$ cat src/design/lfa_pkg.sv
// ----------------------------------------------------------------------------
// lfa_pkg
// Types, command codes and helpers shared by the identifier allocator.
// ----------------------------------------------------------------------------
package lfa_pkg;

    localparam int CMD_W     = 3;
    localparam int FIRST_W   = 10;
    localparam int END_W     = 11;
    localparam int RID_W     = 10;
    localparam int S_TDATA_W = 24;
    localparam int M_TDATA_W = 16;
    localparam int WORD_W    = 32;
    localparam int OFF_W     = 5;

    localparam logic [CMD_W-1:0] CMD_ALLOC       = 3'd0;
    localparam logic [CMD_W-1:0] CMD_RELEASE     = 3'd1;
    localparam logic [CMD_W-1:0] CMD_MARK        = 3'd2;
    localparam logic [CMD_W-1:0] CMD_MARK_RANGE  = 3'd3;
    localparam logic [CMD_W-1:0] CMD_ALLOC_RANGE = 3'd4;

    typedef enum logic [2:0] {
        ST_CLEAR,
        ST_IDLE,
        ST_START,
        ST_EVAL,
        ST_OUT
    } lfa_state_t;

    typedef struct packed {
        logic clr_step;
        logic capture;
        logic start;
        logic rd_en;
        logic eval_en;
        logic out_load;
    } lfa_cmd_t;

    typedef struct packed {
        logic clr_last;
        logic imm_done;
        logic eval_done;
        logic out_busy;
    } lfa_status_t;

    // Index of the single set bit of a one-hot word.
    function automatic logic [OFF_W-1:0] onehot_index(input logic [WORD_W-1:0] oh);
        logic [OFF_W-1:0] idx;
        idx = '0;
        for (int k = 0; k < WORD_W; k++) begin
            if (oh[k]) begin
                idx = idx | OFF_W'(k);
            end
        end
        return idx;
    endfunction

endpackage

$ cat src/design/lfa_ram.sv
// ----------------------------------------------------------------------------
// lfa_ram
// Generic single-write, single-read RAM with registered read data.
// ----------------------------------------------------------------------------
module lfa_ram #(
    parameter int WIDTH = 32,
    parameter int DEPTH = 32
) (
    input  logic                                   aclk,
    input  logic                                   we,
    input  logic [(DEPTH > 1 ? $clog2(DEPTH) : 1)-1:0] waddr,
    input  logic [WIDTH-1:0]                       wdata,
    input  logic                                   re,
    input  logic [(DEPTH > 1 ? $clog2(DEPTH) : 1)-1:0] raddr,
    output logic [WIDTH-1:0]                       rdata
);

    logic [WIDTH-1:0] mem [DEPTH];
    logic [WIDTH-1:0] rdata_reg;

    always_ff @(posedge aclk) begin
        if (we) begin
            mem[waddr] <= wdata;
        end
        if (re) begin
            rdata_reg <= mem[raddr];
        end
    end

    assign rdata = rdata_reg;

endmodule

$ cat src/design/lfa_ctrl.sv
// ----------------------------------------------------------------------------
// lfa_ctrl
// Sequencer: clearing pass, request intake, word scan and result hand-off.
// ----------------------------------------------------------------------------
module lfa_ctrl import lfa_pkg::*; (
    input  logic        aclk,
    input  logic        aresetn,
    input  logic        s_tvalid,
    output logic        s_tready,
    input  lfa_status_t status,
    output lfa_cmd_t    cmd
);

    lfa_state_t state_reg, state_next;

    always_ff @(posedge aclk) begin
        if (!aresetn) begin
            state_reg <= ST_CLEAR;
        end else begin
            state_reg <= state_next;
        end
    end

    always_comb begin
        state_next = state_reg;
        case (state_reg)
            ST_CLEAR: begin
                if (status.clr_last) state_next = ST_IDLE;
            end
            ST_IDLE: begin
                if (s_tvalid) state_next = ST_START;
            end
            ST_START: begin
                state_next = status.imm_done ? ST_OUT : ST_EVAL;
            end
            ST_EVAL: begin
                if (status.eval_done) state_next = ST_OUT;
            end
            ST_OUT: begin
                if (!status.out_busy) state_next = ST_IDLE;
            end
            default: state_next = ST_CLEAR;
        endcase
    end

    always_comb begin
        cmd      = '0;
        s_tready = 1'b0;
        case (state_reg)
            ST_CLEAR: cmd.clr_step = 1'b1;
            ST_IDLE: begin
                s_tready    = 1'b1;
                cmd.capture = s_tvalid;
            end
            ST_START: begin
                cmd.start = 1'b1;
                cmd.rd_en = 1'b1;
            end
            ST_EVAL: begin
                cmd.eval_en = 1'b1;
                cmd.rd_en   = 1'b1;
            end
            ST_OUT: cmd.out_load = !status.out_busy;
            default: cmd = '0;
        endcase
    end

endmodule

$ cat src/design/lfa_dp.sv
// ----------------------------------------------------------------------------
// lfa_dp
// Datapath: request registers, free-map RAM, per-word claim logic, output.
// ----------------------------------------------------------------------------
module lfa_dp import lfa_pkg::*; #(
    parameter int ID_COUNT = 1024
) (
    input  logic                 aclk,
    input  logic                 aresetn,
    input  logic [S_TDATA_W-1:0] s_tdata,
    output logic                 m_tvalid,
    input  logic                 m_tready,
    output logic [M_TDATA_W-1:0] m_tdata,
    input  lfa_cmd_t             cmd,
    output lfa_status_t          status
);

    localparam int WORDS = (ID_COUNT + WORD_W - 1) / WORD_W;
    localparam int WAW   = (WORDS > 1) ? $clog2(WORDS) : 1;
    localparam int BW    = ($clog2(ID_COUNT + 1) > END_W) ? $clog2(ID_COUNT + 1) : END_W;
    localparam logic [BW-1:0] IDC = BW'(ID_COUNT);

    // Request fields
    logic [CMD_W-1:0]   in_cmd;
    logic [BW-1:0]      in_first, in_end, lo_c, endc, hi_c;

    logic [CMD_W-1:0]   cmd_reg;
    logic [BW-1:0]      lo_reg, hi_reg;
    logic               over_reg, empty_reg;
    logic [WAW-1:0]     w_reg, wlast_reg, clr_reg;
    logic [RID_W-1:0]   rid_reg;
    logic               ok_reg;
    logic               m_tvalid_reg;
    logic [M_TDATA_W-1:0] m_tdata_reg;

    // Scan signals
    logic [WORD_W-1:0]  rd_word, wr_word, mask, cand, iso, blk, blk_iso;
    logic [OFF_W-1:0]   lo_off, hi_off;
    logic [BW-1:0]      hm1, rid_full;
    logic               last;
    logic               imm_done, imm_ok;
    logic               ev_done, ev_ok;
    logic [RID_W-1:0]   ev_rid;

    logic               ram_we;
    logic [WAW-1:0]     ram_waddr, ram_raddr;
    logic [WORD_W-1:0]  ram_wdata;

    assign in_cmd   = s_tdata[CMD_W-1:0];
    assign in_first = BW'(s_tdata[CMD_W +: FIRST_W]);
    assign in_end   = BW'(s_tdata[CMD_W+FIRST_W +: END_W]);

    always_comb begin
        lo_c = (in_cmd == CMD_ALLOC) ? BW'(1) : in_first;
        if (in_cmd == CMD_ALLOC) begin
            endc = IDC;
        end else if (in_cmd inside {CMD_RELEASE, CMD_MARK}) begin
            endc = in_first + BW'(1);
        end else begin
            endc = in_end;
        end
        hi_c = (endc > IDC) ? IDC : endc;
    end

    // Outcomes known before any word is read
    always_comb begin
        imm_done = 1'b0;
        imm_ok   = 1'b0;
        case (cmd_reg)
            CMD_ALLOC, CMD_ALLOC_RANGE: imm_done = (lo_reg >= hi_reg);
            CMD_RELEASE: imm_done = (lo_reg == '0) || (lo_reg >= hi_reg);
            CMD_MARK, CMD_MARK_RANGE: begin
                if (empty_reg) begin
                    imm_done = 1'b1;
                    imm_ok   = 1'b1;
                end else begin
                    imm_done = (lo_reg >= hi_reg);
                end
            end
            default: imm_done = 1'b1;
        endcase
    end

    // One map word per cycle
    assign hm1    = hi_reg - BW'(1);
    assign last   = (w_reg == wlast_reg);
    assign lo_off = (w_reg == WAW'(lo_reg >> OFF_W)) ? lo_reg[OFF_W-1:0] : '0;
    assign hi_off = last ? hm1[OFF_W-1:0] : OFF_W'(WORD_W - 1);
    assign mask   = ({WORD_W{1'b1}} >> (OFF_W'(WORD_W - 1) - hi_off))
                  & ({WORD_W{1'b1}} << lo_off);
    assign cand    = rd_word & mask;
    assign iso     = cand & (~cand + WORD_W'(1));
    assign blk     = mask & ~rd_word;
    assign blk_iso = blk & (~blk + WORD_W'(1));
    assign rid_full = BW'({w_reg, onehot_index(iso)});

    always_comb begin
        wr_word = rd_word;
        ev_done = 1'b1;
        ev_ok   = 1'b0;
        ev_rid  = '0;
        if (cmd_reg inside {CMD_ALLOC, CMD_ALLOC_RANGE}) begin
            if (cand != '0) begin
                wr_word = rd_word & ~iso;
                ev_ok   = 1'b1;
                ev_rid  = rid_full[RID_W-1:0];
            end else begin
                ev_done = last;
            end
        end else if (cmd_reg == CMD_RELEASE) begin
            if (cand == '0) begin
                wr_word = rd_word | mask;
                ev_ok   = 1'b1;
            end
        end else begin
            // claim in rising order, stop at the first used identifier
            if (blk == '0) begin
                wr_word = rd_word & ~mask;
                ev_done = last;
                ev_ok   = !over_reg;
            end else begin
                wr_word = rd_word & ~(mask & (blk_iso - WORD_W'(1)));
            end
        end
    end

    // Free map storage
    always_comb begin
        ram_we    = cmd.clr_step || cmd.eval_en;
        ram_waddr = cmd.clr_step ? clr_reg : w_reg;
        if (cmd.clr_step) begin
            ram_wdata = (clr_reg == '0) ? ~WORD_W'(1) : {WORD_W{1'b1}};
        end else begin
            ram_wdata = wr_word;
        end
        ram_raddr = (cmd.eval_en && !ev_done) ? w_reg + WAW'(1) : w_reg;
    end

    lfa_ram #(
        .WIDTH(WORD_W),
        .DEPTH(WORDS)
    ) u_map (
        .aclk  (aclk),
        .we    (ram_we),
        .waddr (ram_waddr),
        .wdata (ram_wdata),
        .re    (cmd.rd_en),
        .raddr (ram_raddr),
        .rdata (rd_word)
    );

    always_ff @(posedge aclk) begin
        if (!aresetn) begin
            clr_reg      <= '0;
            m_tvalid_reg <= 1'b0;
        end else begin
            if (cmd.clr_step) clr_reg <= clr_reg + WAW'(1);
            if (cmd.out_load) begin
                m_tvalid_reg <= 1'b1;
            end else if (m_tready) begin
                m_tvalid_reg <= 1'b0;
            end
        end
    end

    always_ff @(posedge aclk) begin
        if (cmd.capture) begin
            cmd_reg   <= in_cmd;
            lo_reg    <= lo_c;
            hi_reg    <= hi_c;
            over_reg  <= (endc > IDC);
            empty_reg <= (endc <= lo_c);
            w_reg     <= WAW'(lo_c >> OFF_W);
            wlast_reg <= WAW'((hi_c - BW'(1)) >> OFF_W);
        end
        if (cmd.start && imm_done) begin
            ok_reg  <= imm_ok;
            rid_reg <= '0;
        end
        if (cmd.eval_en) begin
            if (ev_done) begin
                ok_reg  <= ev_ok;
                rid_reg <= ev_rid;
            end else begin
                w_reg <= w_reg + WAW'(1);
            end
        end
        if (cmd.out_load) begin
            m_tdata_reg <= {(M_TDATA_W-RID_W-1)'(0), ok_reg, rid_reg};
        end
    end

    assign m_tvalid = m_tvalid_reg;
    assign m_tdata  = m_tdata_reg;

    assign status.clr_last  = (clr_reg == WAW'(WORDS - 1));
    assign status.imm_done  = imm_done;
    assign status.eval_done = ev_done;
    assign status.out_busy  = m_tvalid_reg && !m_tready;

endmodule

$ cat src/design/lowest_free_id_allocator.sv
// Sequence: an accepted request passes ST_START (first map read), then,
//   unless its outcome is known at once, ST_EVAL (32-identifier map words
//   scanned) and ST_OUT, which raises m_tvalid; the result waits for m_tready.
// Throughput: one request at a time, limited by the one-word-per-cycle read
//   of the free-map RAM. Reset: synchronous, active low; afterwards a clearing
//   pass writes all ceil(ID_COUNT/32) map words before s_tready rises.
// ----------------------------------------------------------------------------
// lowest_free_id_allocator
// Free-map identifier allocator: hands out the lowest free identifier and
// claims or releases single identifiers and ranges on request.
// ----------------------------------------------------------------------------
module lowest_free_id_allocator import lfa_pkg::*; #(
    parameter int ID_COUNT = 1024
) (
    input  logic                 aclk,
    input  logic                 aresetn,
    // Request channel
    input  logic                 s_tvalid,
    output logic                 s_tready,
    // tdata: command[2:0], first_id[12:3], end_id[23:13]
    input  logic [S_TDATA_W-1:0] s_tdata,
    // Result channel
    output logic                 m_tvalid,
    input  logic                 m_tready,
    // tdata: result_id[9:0], ok[10], zero pad[15:11]
    output logic [M_TDATA_W-1:0] m_tdata
);

    // Commands from the sequencer, status back from the datapath
    lfa_cmd_t    cmd;
    lfa_status_t status;

    // Sequencer: clear the map, take a request, scan words, hold the result
    lfa_ctrl u_ctrl (
        .aclk     (aclk),
        .aresetn  (aresetn),
        .s_tvalid (s_tvalid),
        .s_tready (s_tready),
        .status   (status),
        .cmd      (cmd)
    );

    // Datapath: free map in RAM, one 32-bit word examined and written per cycle
    lfa_dp #(
        .ID_COUNT(ID_COUNT)
    ) u_dp (
        .aclk     (aclk),
        .aresetn  (aresetn),
        .s_tdata  (s_tdata),
        .m_tvalid (m_tvalid),
        .m_tready (m_tready),
        .m_tdata  (m_tdata),
        .cmd      (cmd),
        .status   (status)
    );

endmodule

$ cat config.mk
export PLATFORM = sky130hd
export DESIGN_NAME = lowest_free_id_allocator
export DESIGN_NICKNAME = d
export VERILOG_FILES = /design/src/design/lfa_pkg.sv /design/src/design/lfa_ram.sv /design/src/design/lfa_ctrl.sv /design/src/design/lfa_dp.sv /design/src/design/lowest_free_id_allocator.sv
export SDC_FILE = /design/constraint.sdc
export NUM_CORES = 1
export LEC_CHECK = 0
export BUFFER_PORTS_ARGS = -buffer_cell sky130_fd_sc_hd__buf_4
export CORE_UTILIZATION = 45
export DETAILED_ROUTE_END_ITERATION = 16
export GPL_TIMING_DRIVEN = 1
export PLACE_DENSITY = 0.61
export RECOVER_POWER = 25
export SYNTH_ARGS = -nofsm -noshare
export SYNTH_HDL_FRONTEND = slang
export SYNTH_HIERARCHICAL = 1
export SYNTH_SLANG_ARGS = --single-unit
$ cat constraint.sdc
create_clock -name aclk -period 7.8 [get_ports aclk]
set_input_delay 1.17 -clock aclk [delete_from_list [all_inputs] [get_ports aclk]]
set_output_delay 1.17 -clock aclk [all_outputs]
set_load 0.01 [all_outputs]
After elaboration in Yosys (flattened, before gate mapping)
Memories as Yosys holds them, arrays and structs flattened. A register that Yosys moved wholly into a read port is not among the register bits.
Index checks and enable logic that the tools add are counted.
Widths: inputs -> output; s select.
{"block": "classes", "eq_ne": 19, "addsub": 9, "reduce_logical": 23, "muxes": 119, "n_lt_le_gt_ge": 3, "shifts": 2, "bitwise_logic": 16}
{"op": "$mux 32", "n": 12}
{"op": "$and 32x32->32", "n": 9}
{"op": "$not 32->32", "n": 6}
{"op": "$mux 5", "n": 26}
{"op": "$mux 10", "n": 8}
{"op": "$add 32x1->32 const B", "n": 2}
{"op": "$logic_not 32->1", "n": 2}
{"op": "$mux 1", "n": 44}
{"op": "$mux 11", "n": 4}
{"op": "$mux 3", "n": 13}
{"op": "$mux 4", "n": 8}
{"op": "$or 32x32->32", "n": 1}
{"op": "$reduce_bool 32->1", "n": 1}
{"op": "$shl 32x5->32 const A", "n": 1}
{"op": "$shr 32x5->32 const A", "n": 1}
{"op": "$sub 32x1->32 const B", "n": 1}
{"op": "$eq 3x2->1 const B", "n": 5}
{"op": "$pmux 3 s5", "n": 1}
{"op": "$add 10x1->11 const B", "n": 1}
{"op": "$ge 11x11->1", "n": 1}
{"op": "$gt 11x11->1 const B", "n": 1}
{"op": "$le 11x11->1", "n": 1}
{"op": "$logic_not 11->1", "n": 1}
{"op": "$add 5x1->5 const B", "n": 2}
{"op": "other kinds (20)", "n": 39}
{"block": "totals", "memories": 1, "reg_bits": 68, "inputBits": 28, "mem_bits_rw": 1024}
{"memory": "u_dp.u_map.mem", "words": 32, "word_bits": 32, "rd": 1, "rd_ports_with_merged_regs": 1, "write_ports": 1, "line": "lfa_ram.sv:18", "text": "logic [WIDTH-1:0] mem [DEPTH];"}

Longest topological paths before layout
{"block": "depth", "depth_word": 46, "mapped_depth": 24, "depth_no_buf": 17}

Cells and area by module
The synthesis kept the hierarchy.
{"mod": "lfa_ram", "cells_each": 2260, "instances": 1, "area_per_inst_um2": 40811.6}
{"mod": "lfa_dp", "cells_each": 961, "instances": 1, "area_per_inst_um2": 7279.5}
{"mod": "lfa_ctrl", "cells_each": 32, "instances": 1, "area_per_inst_um2": 235.2}

Worst setup path before layout
Ideal clock, no wire load.
{"block": "synth_path", "kind": "register to register", "from": "reg u_dp.hi_reg[0]", "to": "mem u_dp.u_map.mem[0][0] (data pin)", "slack_ps": 2361, "path_stages_with_launch": 17, "arrival_ps": 4972, "n_path_buf": 4, "required_ps": 7333, "synth_period_minus_slack_ps": 5439, "path_cell_list": "edfxtp_1 -> buf_6 -> clkbuf_1 -> inv_1 -> ha_1 -> nor3b_1 -> xnor2_1 -> nand3_1 -> and3_1 -> a2111oi_2 -> and3_1 -> clkbuf_1 -> nand4_1 -> clkbuf_1 -> nor2_1 -> nor3_1 -> a211oi_1"}
{"block": "synth_between", "elab_chain_cells": 20, "word_cells_on_any_way": 37, "cone_classes": "add/sub: 5; shift: 1; mux: 13; bitwise: 15; reduce/logical: 3"}
{"item": "from (decl)", "line": "lfa_dp.sv:28", "text": "logic [BW-1:0] lo_reg, hi_reg;"}
{"item": "from (signal assigned)", "line": "lfa_dp.sv:170", "text": "hi_reg <= hi_c;"}
{"item": "$sub 5x1->5 *", "line": "lfa_dp.sv:85", "text": "assign hm1 = hi_reg - BW'(1);"}
{"item": "$mux 5 *", "line": "lfa_dp.sv:88", "text": "assign hi_off = last ? hm1[OFF_W-1:0] : OFF_W'(WORD_W - 1);"}
{"item": "$sub 5x5->5 *", "line": "lfa_dp.sv:89", "text": "assign mask = ({WORD_W{1'b1}} >> (OFF_W'(WORD_W - 1) - hi_off))"}
{"item": "$shr 32x5->32 *", "line": "lfa_dp.sv:89"}
{"item": "$and 32x32->32 *", "line": "lfa_dp.sv:90", "text": "& ({WORD_W{1'b1}} << lo_off);"}
{"item": "$and 32x32->32", "line": "lfa_dp.sv:93", "text": "assign blk = mask & ~rd_word;"}
{"item": "$not 32->32", "line": "lfa_dp.sv:94", "text": "assign blk_iso = blk & (~blk + WORD_W'(1));"}
{"item": "$add 32x1->32", "line": "lfa_dp.sv:94"}
{"item": "(+5 left out)"}
{"item": "$mux 32", "line": "lfa_dp.sv:117", "text": "if (blk == '0) begin"}
{"item": "$mux 32", "line": "lfa_dp.sv:110", "text": "end else if (cmd_reg == CMD_RELEASE) begin"}
{"item": "$mux 32", "line": "lfa_dp.sv:102", "text": "if (cmd_reg inside {CMD_ALLOC, CMD_ALLOC_RANGE}) begin"}
{"item": "$mux 32", "line": "lfa_dp.sv:110"}
{"item": "$mux 32", "line": "lfa_dp.sv:102"}
{"item": "$mux 32 *", "line": "lfa_dp.sv:102"}
{"item": "$mux 32 *", "line": "lfa_dp.sv:131", "text": "if (cmd.clr_step) begin"}
{"item": "via u_dp.ram_wdata[0]", "line": "lfa_dp.sv:47", "text": "logic [WORD_W-1:0] ram_wdata;"}
{"item": "to (decl)", "line": "lfa_ram.sv:18"}
Mark *: on every way through the listed nets, which the timed path passes. The rest lies on a longest branch. The select of a mux whose other input is x is not followed.

Final worst setup path
{"block": "layout_path", "from": "reg u_dp.w_reg[1]", "to": "reg u_dp.u_map.rdata_reg[26] (netlist: u_dp/u_map/rdata[26]), read port of u_dp.u_map.mem (data pin)"}
{"block": "layout_between", "elab_chain_cells": 16, "word_cells_on_any_way": 24, "cone_classes": "add/sub: 2; eq/ne: 2; shift: 2; mux: 11; bitwise: 3; reduce/logical: 4"}
{"item": "from (decl)", "line": "lfa_dp.sv:30", "text": "logic [WAW-1:0] w_reg, wlast_reg, clr_reg;"}
{"item": "from (signal assigned)", "line": "lfa_dp.sv:173", "text": "w_reg <= WAW'(lo_c >> OFF_W);"}
{"item": "from (signal assigned)", "line": "lfa_dp.sv:185", "text": "w_reg <= w_reg + WAW'(1);"}
{"item": "$eq 5x5->1", "line": "lfa_dp.sv:86", "text": "assign last = (w_reg == wlast_reg);"}
{"item": "$mux 5", "line": "lfa_dp.sv:88"}
{"item": "$sub 5x5->5", "line": "lfa_dp.sv:89"}
{"item": "$shr 32x5->32", "line": "lfa_dp.sv:89"}
{"item": "$and 32x32->32", "line": "lfa_dp.sv:90"}
{"item": "$and 32x32->32", "line": "lfa_dp.sv:93"}
{"item": "$logic_not 32->1", "line": "lfa_dp.sv:117"}
{"item": "$mux 1", "line": "lfa_dp.sv:117"}
{"item": "$mux 1", "line": "lfa_dp.sv:110"}
{"item": "$mux 1", "line": "lfa_dp.sv:102"}
{"item": "$mux 1", "line": "lfa_dp.sv:110"}
{"item": "$mux 1", "line": "lfa_dp.sv:102"}
{"item": "$mux 1 *", "line": "lfa_dp.sv:102"}
{"item": "$logic_not 1->1 *", "line": "lfa_dp.sv:136", "text": "ram_raddr = (cmd.eval_en && !ev_done) ? w_reg + WAW'(1) : w_reg;"}
{"item": "$logic_and 1x1->1 *", "line": "lfa_dp.sv:136"}
{"item": "$mux 5 *", "line": "lfa_dp.sv:136"}
{"item": "via u_dp.ram_raddr[0]", "line": "lfa_dp.sv:46", "text": "logic [WAW-1:0] ram_waddr, ram_raddr;"}
{"item": "to (decl)", "line": "lfa_ram.sv:19", "text": "logic [WIDTH-1:0] rdata_reg;"}
Marks and branches as above.
A chain may end at the register's enable or synchronous reset.

==> impl_metrics.sql <==
INSERT INTO impl_metrics (metric_group, metric, value, unit) VALUES
('outcome', 'status', 'finished, violations left', ''),
('outcome', 'failed_checks', 'capacitance limit, slew limit', ''),
('grt', 'global_route.usage.total', '0.263', ''),
('clock_tree', 'post_cts.resized_instances', '0', ''),
('placed_design', 'dpl_worst_slack', '0.736', 'ns'),
('clock_tree', 'post-cts-setup-buffer-count', '0', ''),
('yosys', 'seq_area_frac_synth', '0.693', ''),
('cells_and_area', 'number_of_cells_in_the_finished_layout_apart_from_fillers', '4849', ''),
('grt', 'maximum_number_of_pins_on_one_net_before_global_route_repair', '79', ''),
('placed_design', 'gp_congestion', '0.956', ''),
('critical_path', 'path_max_fanout', '27', ''),
('critical_path', 'worst_case_reg_to_reg_path_depth', '17', ''),
('sta', 'max_clock_freq', '0.139', 'GHz'),
('grt', 'grt_pass1_vias', '29331', ''),
('sta', 'timing_hold_violations_final', '0', ''),
('clock_tree', 'hold_buffers', '0', ''),
('critical_path', 'r2r-start', 'u_dp/w_reg[1]$_DFF_P_', ''),
('grt', 'grt_first_pass_wirelength', '205000', 'um'),
('clock_tree', 'cts_max_path_buffers', '3', ''),
('yosys', 'synth_edf_count', '1098', ''),
('cells_and_area', 'final_layout_size_suffix_gt1_frac', '0.118', ''),
('placed_design', 'dp_cells', '4640', ''),
('sta', 'setup_repair_after_global_routing_missed_its_margin', 'false', ''),
('grt', 'grt_remaining_overflow', '0', ''),
('cells_and_area', 'fin_nets', '3416', ''),
('critical_path', 'r2r-end', 'u_dp/u_map/rdata[26]$_DFFE_PP_', ''),
('critical_path', 'critical_path_arrival', '7.60', 'ns'),
('route', 'drt.antenna.violating_nets', '0', ''),
('sta', 'worst_slew_pin_slew', '3.33', 'ns'),
('floorplan', 'design.portCount', '46', ''),
('critical_path', 'end_kind', 'flop', ''),
('grt', 'grt_antenna_before_repair', '1', ''),
('route', 'initialDrtViolationCount', '3094', ''),
('cells_and_area', 'layout-area-overhead-vs-synth', '12.7', '%'),
('power_and_ir_drop', 'cellPowerDensity', '322', 'nW/um^2'),
('cells_and_area', 'largest_reg_flops', '1024', ''),
('floorplan', 'chipHeight', '330', 'um'),
('floorplan', 'design.die.area', '109000', 'um^2'),
('yosys', 'postSynth.asyncResetShare', '0', ''),
('clock_tree', 'clockRootBuffer', 'sky130_fd_sc_hd__clkbuf_16', ''),
('power_and_ir_drop', 'p_leak', '17.6', 'nW'),
('worst_hold_path', 'worst_hold_path.endpoint', 'u_dp/m_tdata[7]$_DFFE_PP_', ''),
('yosys', 'yosys.area.top_type', 'sky130_fd_sc_hd__edfxtp_1', ''),
('clock_tree', 'numClockSinks', '1123', ''),
('job', 'max-cap-violations', '16', ''),
('yosys', 'postSynthAreaPerCell', '14.9', 'um^2'),
('sta', 'clock_skew', '0.0374', 'ns'),
('critical_path', 'worst_setup_path_start_kind', 'flop', ''),
('sta', 'setup_total_negative_slack', '0', 'ns'),
('clock_tree', 'cts_tree', 'built', ''),
('yosys', 'synth-warning-count', '6', ''),
('critical_path', 'worst-r2r-setup-slack', '0.60', 'ns'),
('yosys', 'synthDominantCellAreaShare', '0.682', ''),
('sta', 'slew_viol_final', '540', ''),
('power_and_ir_drop', 'worst_ir_drop_vdd', '0.222', 'mV'),
('cells_and_area', 'final_common_cell', 'sky130_fd_sc_hd__edfxtp_1', ''),
('clock_tree', 'cts_max_level', '3', ''),
('yosys', 'synth_top_area_cells', 'sky130_fd_sc_hd__edfxtp_1 (68%), sky130_fd_sc_hd__mux2i_1 (11%), sky130_fd_sc_hd__a21oi_1 (1.6%), sky130_fd_sc_hd__a22oi_1 (1.5%), sky130_fd_sc_hd__nand2_1 (1.5%)', ''),
('route', 'drt_pass1_iterations', '6', ''),
('sta', 'relative_max_transition_margin', '-1.22', ''),
('critical_path', 'crit_type', 'reg -> reg', ''),
('floorplan', 'chipWidth', '330', 'um'),
('sta', 'setup_slack', '0.599', 'ns'),
('worst_hold_path', 'holdCritPathClass', 'reg -> reg', ''),
('sta', 'final-setup-viol-count', '0', ''),
('route', 'detail_route.wl_per_cell', '29.7', 'um'),
('yosys', 'synthFlopType', 'sky130_fd_sc_hd__edfxtp_1', ''),
('clock_tree', 'worst_setup_hold_path_clk_slew', '0.06', 'ns'),
('yosys', 'syn_area', '48300', 'um^2'),
('critical_path', 'worst_ep_required_time', '8.20', 'ns'),
('route', 'avgViaCountPerCell', '6.20', '');
logic make-up (layout without fill, tap and decap cells):
kind of cell	after synthesis	count (layout)	share of synthesized area
other	1	6	0.0000776
adder cells (fa/ha/maj)	26	26	0.00673
flip-flops	1123	1123	0.693
AND/OR/NAND/NOR	670	670	0.0676
multiplexers	524	524	0.109
buffers and inverters	248	448	0.0268
XOR/XNOR	40	40	0.00725
AO/OA/AOI/OAI	621	621	0.0903
where the power goes:
group,leakage (nW),switching [mW],total (mW),internal [mW]
registers,9.59,0.110,7.16,7.05
clock network,1.78,2.28,5.34,3.06
logic,6.27,3.26,5.02,1.76
total,17.6,5.64,17.5,11.9
worst max-delay path by stage:
stage / start / to / slack [ns]
CTS: u_dp/hi_reg[0]$_DFFE_PP_ / u_dp/u_map/rdata[11]$_DFFE_PP_ / 0.74
global placement: u_dp/w_reg[1]$_DFF_P_ / u_dp/u_map/rdata[11]$_DFFE_PP_ / 0.88
finish: u_dp/w_reg[1]$_DFF_P_ / u_dp/u_map/rdata[26]$_DFFE_PP_ / 0.60
floorplan: u_dp/hi_reg[0]$_DFFE_PP_ / u_dp/u_map/mem[0][0]$_DFFE_PP_ / 2.36
detailed placement: u_dp/hi_reg[0]$_DFFE_PP_ / u_dp/u_map/rdata[11]$_DFFE_PP_ / 0.74
global route: u_dp/hi_reg[0]$_DFFE_PP_ / u_dp/u_map/rdata[11]$_DFFE_PP_ / 0.18
metal layers:
metal  wire, um  vias to the layer above  GRT usage
li1           -                    13025          -
met1      60900                    15474      0.368
met2      67900                     1317      0.427
met3      10300                      241     0.0316
met4       4730                        0     0.0882
met5          0                        -          0
final cells by class:
| type | count | area (um^2) |
|---|---|---|
| clock inverter | 64 | 594 |
| multi-input combinational | 1886 | 13900 |
| antenna | 1 | 2.50 |
| clock buffer | 144 | 3050 |
| inverter | 57 | 214 |
| timing repair buffer | 183 | 1510 |
| fill | 8629 | 51400 |
| tap | 1391 | 1740 |
| sequential | 1123 | 33500 |
synthesized netlist by cell type (all sizes together) (57+ instances only):
library cell,n
edfxtp,1098
mux2i,519
nand2,198
a21oi,152
nand3,138
buf,111
nor2,111
a22oi,100
clkbuf,80
a22o,76
nor3,61
o21ai,60
inv,57
per-stage QoR:
| stage | cell area [um^2] | hold WS, ns | power [mW] |
|---|---|---|---|
| floorplan | 48300 | 0.408 | 10.6 |
| global placement | 51000 | 0.422 | 12.2 |
| global route | 54500 | 0.450 | 18.1 |
| finish | 54500 | 0.443 | 17.5 |
| CTS | 54600 | 0.442 | 17.6 |
| detailed placement | 51000 | 0.426 | 12.3 |
worst max-delay path, stage by stage (launching register included):
cell,delay [ns]
sky130_fd_sc_hd__dfxtp_1,0.75
sky130_fd_sc_hd__xor2_1,0.27
sky130_fd_sc_hd__nor2_1,0.70
sky130_fd_sc_hd__nand2_1,0.54
sky130_fd_sc_hd__o211ai_1,0.48
sky130_fd_sc_hd__o221ai_1,0.30
sky130_fd_sc_hd__nor4_1,0.82
sky130_fd_sc_hd__nand4b_1,0.24
sky130_fd_sc_hd__a21oi_2,0.48
sky130_fd_sc_hd__buf_4,0.29
sky130_fd_sc_hd__xor2_4,0.18
sky130_fd_sc_hd__buf_12,0.23
sky130_fd_sc_hd__buf_4,0.46
sky130_fd_sc_hd__mux2i_1,0.26
sky130_fd_sc_hd__a22o_1,0.19
sky130_fd_sc_hd__nor3_1,0.06
sky130_fd_sc_hd__a31oi_1,0.35
sky130_fd_sc_hd__nand3_1,0.25
No activity file was read; power rests on OpenSTA's default activity.
